### config.mk
export PLATFORM = sky130hd
export DESIGN_NAME = hmq_ctrl
export DESIGN_NICKNAME = d
export VERILOG_FILES = /design/src/rtl/hmq_pkg.sv /design/src/rtl/hmq_ctrl.sv
export SDC_FILE = /design/constraint.sdc
export NUM_CORES = 1
export LEC_CHECK = 0
export ABC_AREA = 0
export BUFFER_PORTS_ARGS = -buffer_cell sky130_fd_sc_hd__clkbuf_2
export CAP_MARGIN = 20
export CORE_AREA = 2 2 39 41
export CTS_BUF_LIST = sky130_fd_sc_hd__clkbuf_8
export DETAILED_ROUTE_END_ITERATION = 7
export DIE_AREA = 0 0 41 43
export PLACE_DENSITY_LB_ADDON = 0.2
export RECOVER_POWER = 25
export REMOVE_ABC_BUFFERS = 1
export SYNTH_ARGS = -nofsm -noshare
export SYNTH_HDL_FRONTEND = slang
export SYNTH_SLANG_ARGS = --single-unit
### constraint.sdc
create_clock -name clk_i -period 2.2 [get_ports clk_i]
set_input_delay 0 -clock clk_i [delete_from_list [all_inputs] [get_ports clk_i]]
set_output_delay 0 -clock clk_i [all_outputs]
set_load 0.005 [all_outputs]
### src/rtl/hmq_pkg.sv
// Shared constants, types and control structs for the min-heap queue.
package hmq_pkg;

  localparam int unsigned CAPACITY = 127;
  localparam int unsigned IDX_W    = $clog2(CAPACITY + 1);
  localparam int unsigned KEY_W    = 32;
  localparam int unsigned COUNT_W  = 7;
  localparam int unsigned STATUS_W = 2;

  typedef enum logic [STATUS_W-1:0] {
    ST_OK    = 2'd0,
    ST_FULL  = 2'd1,
    ST_EMPTY = 2'd2
  } status_e;

  typedef enum logic {
    OP_INSERT = 1'b0,
    OP_REMOVE = 1'b1
  } op_e;

  typedef enum logic [2:0] {
    S_IDLE,
    S_UP,
    S_UP_CMP,
    S_DN_LOAD,
    S_DN,
    S_DN_CMP,
    S_FIN
  } fsm_e;

  // controller -> datapath
  typedef struct packed {
    logic accept;
    logic rd_parent;
    logic rd_kids;
    logic load_dn;
    logic move;
    logic place;
    logic load_out;
  } dp_cmd_t;

  // datapath -> controller
  typedef struct packed {
    logic full;
    logic empty;
    logic at_root;
    logic no_kid;
    logic up_gt;
    logic dn_gt;
  } dp_sts_t;

endpackage

### src/rtl/hmq_ctrl.sv
// Sequencer for insert sift-up and remove sift-down, plus output handshake.
module hmq_ctrl
  import hmq_pkg::*;
(
  input  logic    clk_i,
  input  logic    rst_ni,
  input  logic    in_valid_i,
  input  logic    in_op_i,
  output logic    in_ready_o,
  output logic    out_valid_o,
  input  logic    out_ready_i,
  input  dp_sts_t sts_i,
  output dp_cmd_t cmd_o
);

  fsm_e state_q, state_d;
  logic out_valid_q, out_valid_d;

  always_ff @(posedge clk_i or negedge rst_ni) begin
    if (!rst_ni) begin
      state_q     <= S_IDLE;
      out_valid_q <= 1'b0;
    end else begin
      state_q     <= state_d;
      out_valid_q <= out_valid_d;
    end
  end

  always_comb begin
    state_d     = state_q;
    cmd_o       = '0;
    in_ready_o  = 1'b0;
    out_valid_d = out_valid_q && !out_ready_i;
    unique case (state_q)
      S_IDLE: begin
        in_ready_o = 1'b1;
        if (in_valid_i) begin
          cmd_o.accept = 1'b1;
          if (op_e'(in_op_i) == OP_INSERT) begin
            state_d = sts_i.full ? S_FIN : S_UP;
          end else begin
            state_d = sts_i.empty ? S_FIN : S_DN_LOAD;
          end
        end
      end
      S_UP: begin
        if (sts_i.at_root) begin
          cmd_o.place = 1'b1;
          state_d     = S_FIN;
        end else begin
          cmd_o.rd_parent = 1'b1;
          state_d         = S_UP_CMP;
        end
      end
      S_UP_CMP: begin
        if (sts_i.up_gt) begin
          cmd_o.move = 1'b1;
          state_d    = S_UP;
        end else begin
          cmd_o.place = 1'b1;
          state_d     = S_FIN;
        end
      end
      S_DN_LOAD: begin
        cmd_o.load_dn = 1'b1;
        state_d       = S_DN;
      end
      S_DN: begin
        if (sts_i.no_kid) begin
          cmd_o.place = 1'b1;
          state_d     = S_FIN;
        end else begin
          cmd_o.rd_kids = 1'b1;
          state_d       = S_DN_CMP;
        end
      end
      S_DN_CMP: begin
        if (sts_i.dn_gt) begin
          cmd_o.move = 1'b1;
          state_d    = S_DN;
        end else begin
          cmd_o.place = 1'b1;
          state_d     = S_FIN;
        end
      end
      S_FIN: begin
        // wait until the output register is free or being drained
        if (!out_valid_q || out_ready_i) begin
          cmd_o.load_out = 1'b1;
          out_valid_d    = 1'b1;
          state_d        = S_IDLE;
        end
      end
      default: state_d = S_IDLE;
    endcase
  end

  assign out_valid_o = out_valid_q;

endmodule

==> impl_metrics.json, run 1 <==
{
  "critPathMaxFanout": 12,
  "rsz0062_at_grt": "no",
  "initial_utilization_pct": 27.76,
  "max_freq_ghz": 0.6716,
  "maxCapViolations": 0,
  "ioPinCount": 20,
  "grt_max_degree": 15,
  "grt_pass1_vias": 310,
  "setup_viol": 0,
  "syn_area_per_cell_um2": 8.536,
  "cts_hold_buf": 1,
  "n_antenna_cell": 0,
  "synthArstFlopShare_pct": 100.0,
  "status": "complete, no violations",
  "cts.repair.resized": 0,
  "yosys.area.top_type": "dfrtp_1",
  "track_usage_pct": 10.95,
  "dp.final_hpwl_um": 642.5,
  "min_period_ns": 1.489,
  "drt_iter0_markers": 7,
  "nets": 78,
  "hold_viol": 0,
  "worstMarginPinSlew_ns": 0.4685,
  "slew_headroom_pct": 68.77,
  "yosysTopAreaCellShare_pct": 26.06,
  "synth.distinct_cells": 27,
  "p_leak_nw": 0.2544,
  "ys_seq_area_share_pct": 26.06,
  "first_pass_iters": 4,
  "slew_violations": 0,
  "final_util_pct": 37.70,
  "core-area_um2": 1384,
  "vias": 393,
  "drive_gt1_share_pct": 41.54,
  "whs_path_depth": 3,
  "synth_common_cells": "a21oi_1 (5), nand2_1 (5), dfrtp_1 (4)",
  "crit_path_start_kind": "flip-flop",
  "antenna_found_initial": 0,
  "drc": 0,
  "numPortBuffers": 19,
  "ys_ff_latch": 4,
  "die_x_um": 41,
  "cts_tree": "built",
  "min_from": "out_ready_i",
  "htreeDepth": 1,
  "root_buffer": "clkbuf_8",
  "grt_pass1_wl_um": 1269,
  "netlist_top_cells_area": "dfrtp_1 (26%), a21oi_1 (6.5%), buf_6 (5.9%), nor3_2 (5.2%), nand2_1 (4.9%)",
  "reg2reg_depth": 4,
  "synth_edf_count": 0,
  "clkSinkCount": 4,
  "cts_buffers": 3,
  "wl_per_cell_um": 10.47,
  "syn_inst": 45,
  "rows": 14,
  "fin_skew_ns": 0.006714,
  "cts_buffer_depth": 2,
  "hold_path_class": "in -> reg",
  "tns_ns": 0,
  "area_growth_pct": 35.83,
  "r2r_end": "state_q[2]$_DFFE_PN0P_",
  "yosys_warnings": 0,
  "synth-main-ff-cell": "dfrtp_1",
  "die-height_um": 43,
  "end_kind": "primary output",
  "post-route-period-util_pct": 67.68,
  "timing.rr.start": "state_q[0]$_DFFE_PN0P_",
  "ir_drop_v": 0.0003853,
  "crit_type": "reg -> out",
  "crit_required_ns": 2.20,
  "path_clk_slew_ns": 0.03,
  "worstHoldEndpoint": "out_valid_o$_DFF_PN0_",
  "synth_area_um2": 384.1,
  "cts_setup_buffers": 0,
  "power_density_nw_per_um2": 1246,
  "clk_latency_ns": 0.22,
  "wl_um": 848,
  "gp_congestion": 0.6232,
  "power.total_mw": 0.6502,
  "arrival_ns": 1.49,
  "r2r_slack_ns": 0.74,
  "via_per_inst": 4.852,
  "die-area_um2": 1763,
  "postRouteAntennaNets": 0,
  "grt_overflow": 0
}
critical path, cell delays in order, from the launching register on:
cell,delay (ns)
dfrtp_1,0.62
nand2b_1,0.17
o21ai_0,0.09
a21oi_1,0.20
nand2_1,0.07
clkbuf_2,0.11
how the worst max path moves through the flow:
stage,to,start,depth (start not counted)
after detailed placement,state_q[2]$_DFFE_PN0P_,state_q[0]$_DFFE_PN0P_,4
after global routing,cmd_o[1],state_q[0]$_DFFE_PN0P_,5
after CTS,cmd_o[1],state_q[0]$_DFFE_PN0P_,5
after global placement,state_q[1]$_DFFE_PN0P_,state_q[0]$_DFFE_PN0P_,4
final,cmd_o[1],state_q[0]$_DFFE_PN0P_,5
after floorplan,state_q[2]$_DFFE_PN0P_,state_q[0]$_DFFE_PN0P_,4
layer usage:
| metal | track usage [%] | up-vias | part of all wire, % |
|---|---|---|---|
| li1 | - | 202 | - |
| met1 | 14.19 | 172 | 48 |
| met2 | 13.75 | 16 | 42 |
| met3 | 3.141 | 3 | 6.5 |
| met4 | 10.00 | 0 | 2.5 |
| met5 | 0 | - | 0 |
layout by cell type, fill, tap and decap left out, drive strengths merged:
cell	netlist	routed
nor2b	3	3
nor3	4	4
a21oi	5	5
clkbuf	0	22
or2	1	1
or3	1	1
nor4b	2	2
inv	1	1
dlygate4sd3	0	1
nand2b	3	3
nand2	5	5
nor2	2	2
o21bai	1	1
and2b	1	1
a211oi	1	1
and4bb	1	1
nand3b	1	1
nor4	1	1
and2	1	1
mux2i	1	1
dfrtp	4	4
a31oi	2	2
o21ai	1	1
kinds of logic (layout without fill, tap and decap cells):
family	count (synthesis)	after routing	share of synthesized area, %
muxes	1	1	2.606
and+or+nand+nor	26	26	48.21
buffers and inverters	4	24	8.141
AOI/OAI and AO/OA	10	10	14.98
DFF	4	4	26.06
final cells by class:
type                    instances  area, um2
fillers                       150      862.1
multi-input cells              37      252.7
repair buffers                 20      103.9
flip-flops and latches          4      100.1
clock buffers                   3      41.29
well taps                      16      20.02
inverters                       1      3.754
power breakdown:
| part | total (mW) | switching [mW] | leakage, nW | internal, mW |
|---|---|---|---|---|
| logic | 0.295 | 0.128 | 0.182 | 0.166 |
| registers | 0.198 | 0.0930 | 0.0508 | 0.105 |
| clock network | 0.157 | 0.0404 | 0.0216 | 0.117 |
| total | 0.650 | 0.262 | 0.254 | 0.388 |
sequential cells by signal (all words and copies together) (netlist names):
name and count:
state_q 3, out_valid_o 1
through the flow:
stage,hold slack [ns],area [um2],worst slack [ns],cells
after global routing,0.1094,521.8,0.6055,81
after floorplan,-0.2956,356.6,0.9133,42
final,0.07338,521.8,0.7110,81
after detailed placement,-0.1841,471.7,0.7868,77
after global placement,-0.1855,471.7,0.8297,77
after CTS,0.08031,523.0,0.7097,81
No activity file was read; power rests on OpenSTA's default activity.
==> run 2: changes to the inputs <==
--- a/config.mk
+++ b/config.mk
@@ -5,7 +5,7 @@
 export SDC_FILE = /design/constraint.sdc
 export NUM_CORES = 1
 export LEC_CHECK = 0
-export ABC_AREA = 0
+export ABC_AREA = 1
 export BUFFER_PORTS_ARGS = -buffer_cell sky130_fd_sc_hd__clkbuf_2
 export CAP_MARGIN = 20
 export CORE_AREA = 2 2 39 41
==> constraint.sdc (replaced) <==
create_clock -name clk_i -period 1.3 [get_ports clk_i]
set_input_delay 0 -clock clk_i [delete_from_list [all_inputs] [get_ports clk_i]]
set_output_delay 0 -clock clk_i [all_outputs]
set_load 0.005 [all_outputs]
==> run 2 against run 1 <==
Effect of this change:
- combinational power increased by 120%
- global-route usage increased by 0.96 points
- setup slack got worse by 0.63 ns
- core utilization increased by 1.4 points
- clock power increased by 69%
- sequential share of layout area decreased by 0.48 points
- hold slack improved by 0.012 ns
- via count increased by 16%
- power increased by 81%
- design area increased by 3.8%
- synthesized area decreased by 7.5%
- cell count increased by 25%
- critical endpoint unchanged
==> impl_metrics.json, run 2 <==
{
  "grt_pass1_vias": 363,
  "postPlaceCellArea_um2": 470.5,
  "gp_congestion": 0.7047,
  "die-height_um": 43,
  "post-route-period-util_pct": 93.92,
  "dp.final_hpwl_um": 715.5,
  "tns_ns": 0,
  "vias": 454,
  "arrival_ns": 1.22,
  "netlist_top_cells_area": "dfrtp_1 (28%), nand2_1 (13%), nor2_1 (13%), inv_1 (9.5%), nor2_2 (7.0%)",
  "hold_path_class": "in -> reg",
  "crit_required_ns": 1.30,
  "clkSinkCount": 4,
  "min_period_ns": 1.221,
  "rsz0062_at_grt": "no",
  "first_pass_iters": 4,
  "end_kind": "primary output",
  "syn_area_per_cell_um2": 5.922,
  "area_growth_pct": 52.46,
  "numPortBuffers": 19,
  "yosys_warnings": 0,
  "whs_path_depth": 3,
  "slew_violations": 0,
  "core-area_um2": 1384,
  "reg2reg_depth": 6,
  "drive_gt1_share_pct": 41.18,
  "htreeDepth": 1,
  "p_leak_nw": 0.3219,
  "syn_inst": 60,
  "postRouteAntennaNets": 0,
  "largest_register": "state_q",
  "synth_common_cells": "nand2_1 (12), nor2_1 (12), inv_1 (9)",
  "largest_register_ff_count": 3,
  "synth-main-ff-cell": "dfrtp_1",
  "synthArstFlopShare_pct": 100.0,
  "setup_viol": 0,
  "synth_area_um2": 355.3,
  "critical_path_depth": 6,
  "critPathMaxFanout": 7,
  "final_cell_mix": "clkbuf_2 (18), nand2_1 (12), nor2_1 (11), inv_1 (9), nor2_2 (5)",
  "grt_pass1_wl_um": 1380,
  "drt_iter0_markers": 8,
  "grt_overflow": 0,
  "wl_per_cell_um": 8.832,
  "yosys.area.top_type": "dfrtp_1",
  "via_per_inst": 4.495,
  "fin_skew_ns": 0.0005429,
  "drc": 0,
  "cts_tree": "built",
  "hold_viol": 0,
  "crit_family": "flip-flops",
  "power.total_mw": 1.178,
  "synth_edf_count": 0,
  "max_freq_ghz": 0.8190,
  "path_clk_slew_ns": 0.03,
  "track_usage_pct": 11.92,
  "cts_buffers": 3,
  "final_util_pct": 39.15,
  "initial_utilization_pct": 25.68,
  "root_buffer": "clkbuf_8",
  "ioPinCount": 20,
  "yosysTopAreaCellShare_pct": 28.17,
  "wl_um": 892,
  "crit_path_start_kind": "flip-flop",
  "status": "complete, no violations",
  "n_antenna_cell": 0,
  "grt_max_degree": 8,
  "synth.distinct_cells": 16,
  "slew_headroom_pct": 85.82,
  "power_density_nw_per_um2": 2174,
  "fin_hold_ws_ns": 0.08493,
  "layout_commonest_cell": "clkbuf_2",
  "slowest_delay_ns": 0.45,
  "r2r_slack_ns": 0.12,
  "cp_slowest_cell": "dfrtp_2",
  "ys_ff_latch": 4,
  "ir_drop_v": 0.0006623,
  "cts_buffer_depth": 2,
  "ys_seq_area_share_pct": 28.17,
  "worstMarginPinSlew_ns": 0.2127,
  "die-area_um2": 1763,
  "nets": 98,
  "path_buf_inv": 1,
  "stdcell_area_um2": 541.8,
  "clk_latency_ns": 0.22,
  "crit_type": "reg -> out",
  "die_x_um": 41,
  "worstPathCellList": "nor2_2, nand3_1, nand2_1, nor2_2, nand2_1, clkbuf_2",
  "maxCapViolations": 0,
  "antenna_found_initial": 0,
  "rows": 14
}
-- run 2: path summary, 6_finish.rpt --
kind / from / to
setup / recovery: state_q[0]$_DFFE_PN0P_ / cmd_o[1]
hold / removal: in_valid_i / state_q[0]$_DFFE_PN0P_
setup reg to reg: state_q[0]$_DFFE_PN0P_ / state_q[1]$_DFFE_PN0P_
hold reg to reg: out_valid_o$_DFF_PN0_ / out_valid_o$_DFF_PN0_
max in group asynchronous: rst_ni / state_q[0]$_DFFE_PN0P_
min in group asynchronous: rst_ni / state_q[2]$_DFFE_PN0P_
-- run 2: worst reg2reg max path, stage by stage (launching register included) --
cell	delay, ns
dfrtp_2	0.45
nor2_2	0.18
nand2_2	0.12
o21ai_2	0.16
nor2_2	0.05
nand2_1	0.06
nand2_1	0.05
-- run 2: cell families after synthesis --
logic type | count (synthesis) | synth area share [%]
AOI/OAI and AO/OA | 6 | 9.858
and+or+nand+nor | 38 | 49.29
buffers and inverters | 12 | 12.68
DFF | 4 | 28.17
-- run 2: cell type report --
type,instances,area [um2]
Timing Repair Buffer,22,121.4
Inverter,12,45.04
Tap cell,16,20.02
Clock buffer,3,41.29
Fill cell,152,842.1
Multi-Input combinational cell,44,212.7
Sequential cell,4,101.3
-- run 2: power breakdown --
part | switching, mW | internal [mW]
clock | 0.0682 | 0.198
sequential | 0.0826 | 0.188
combinational | 0.377 | 0.265
total | 0.528 | 0.650
-- run 2: timing repair --
action / 4_1_cts / 5_1_grt
hold buffers: 2 / 0
endpoints found under the setup margin: 0 / 2
buffers inserted: 0 / 1
hold endpoints to repair: 5 / 0
resized for setup: 0 / 2
-- run 2: per-layer routing --
layer / global-route usage (%) / wire length, um / vias to the layer above
met3: 3.141 / 43 / 3
met1: 15.74 / 413 / 194
li1: - / - / 242
met4: 10.00 / 21 / 0
met2: 15.31 / 413 / 15
met5: 0 / 0 / -
-- run 2: per-stage QoR --
step | cells | worst slack [ns]
4_1_cts | 100 | 0.06248
3_5_place_dp | 95 | 0.1171
3_3_place_gp | 95 | 0.1623
5_1_grt | 101 | 0.007665
2_1_floorplan | 60 | 0.2275
6_report | 101 | 0.07900
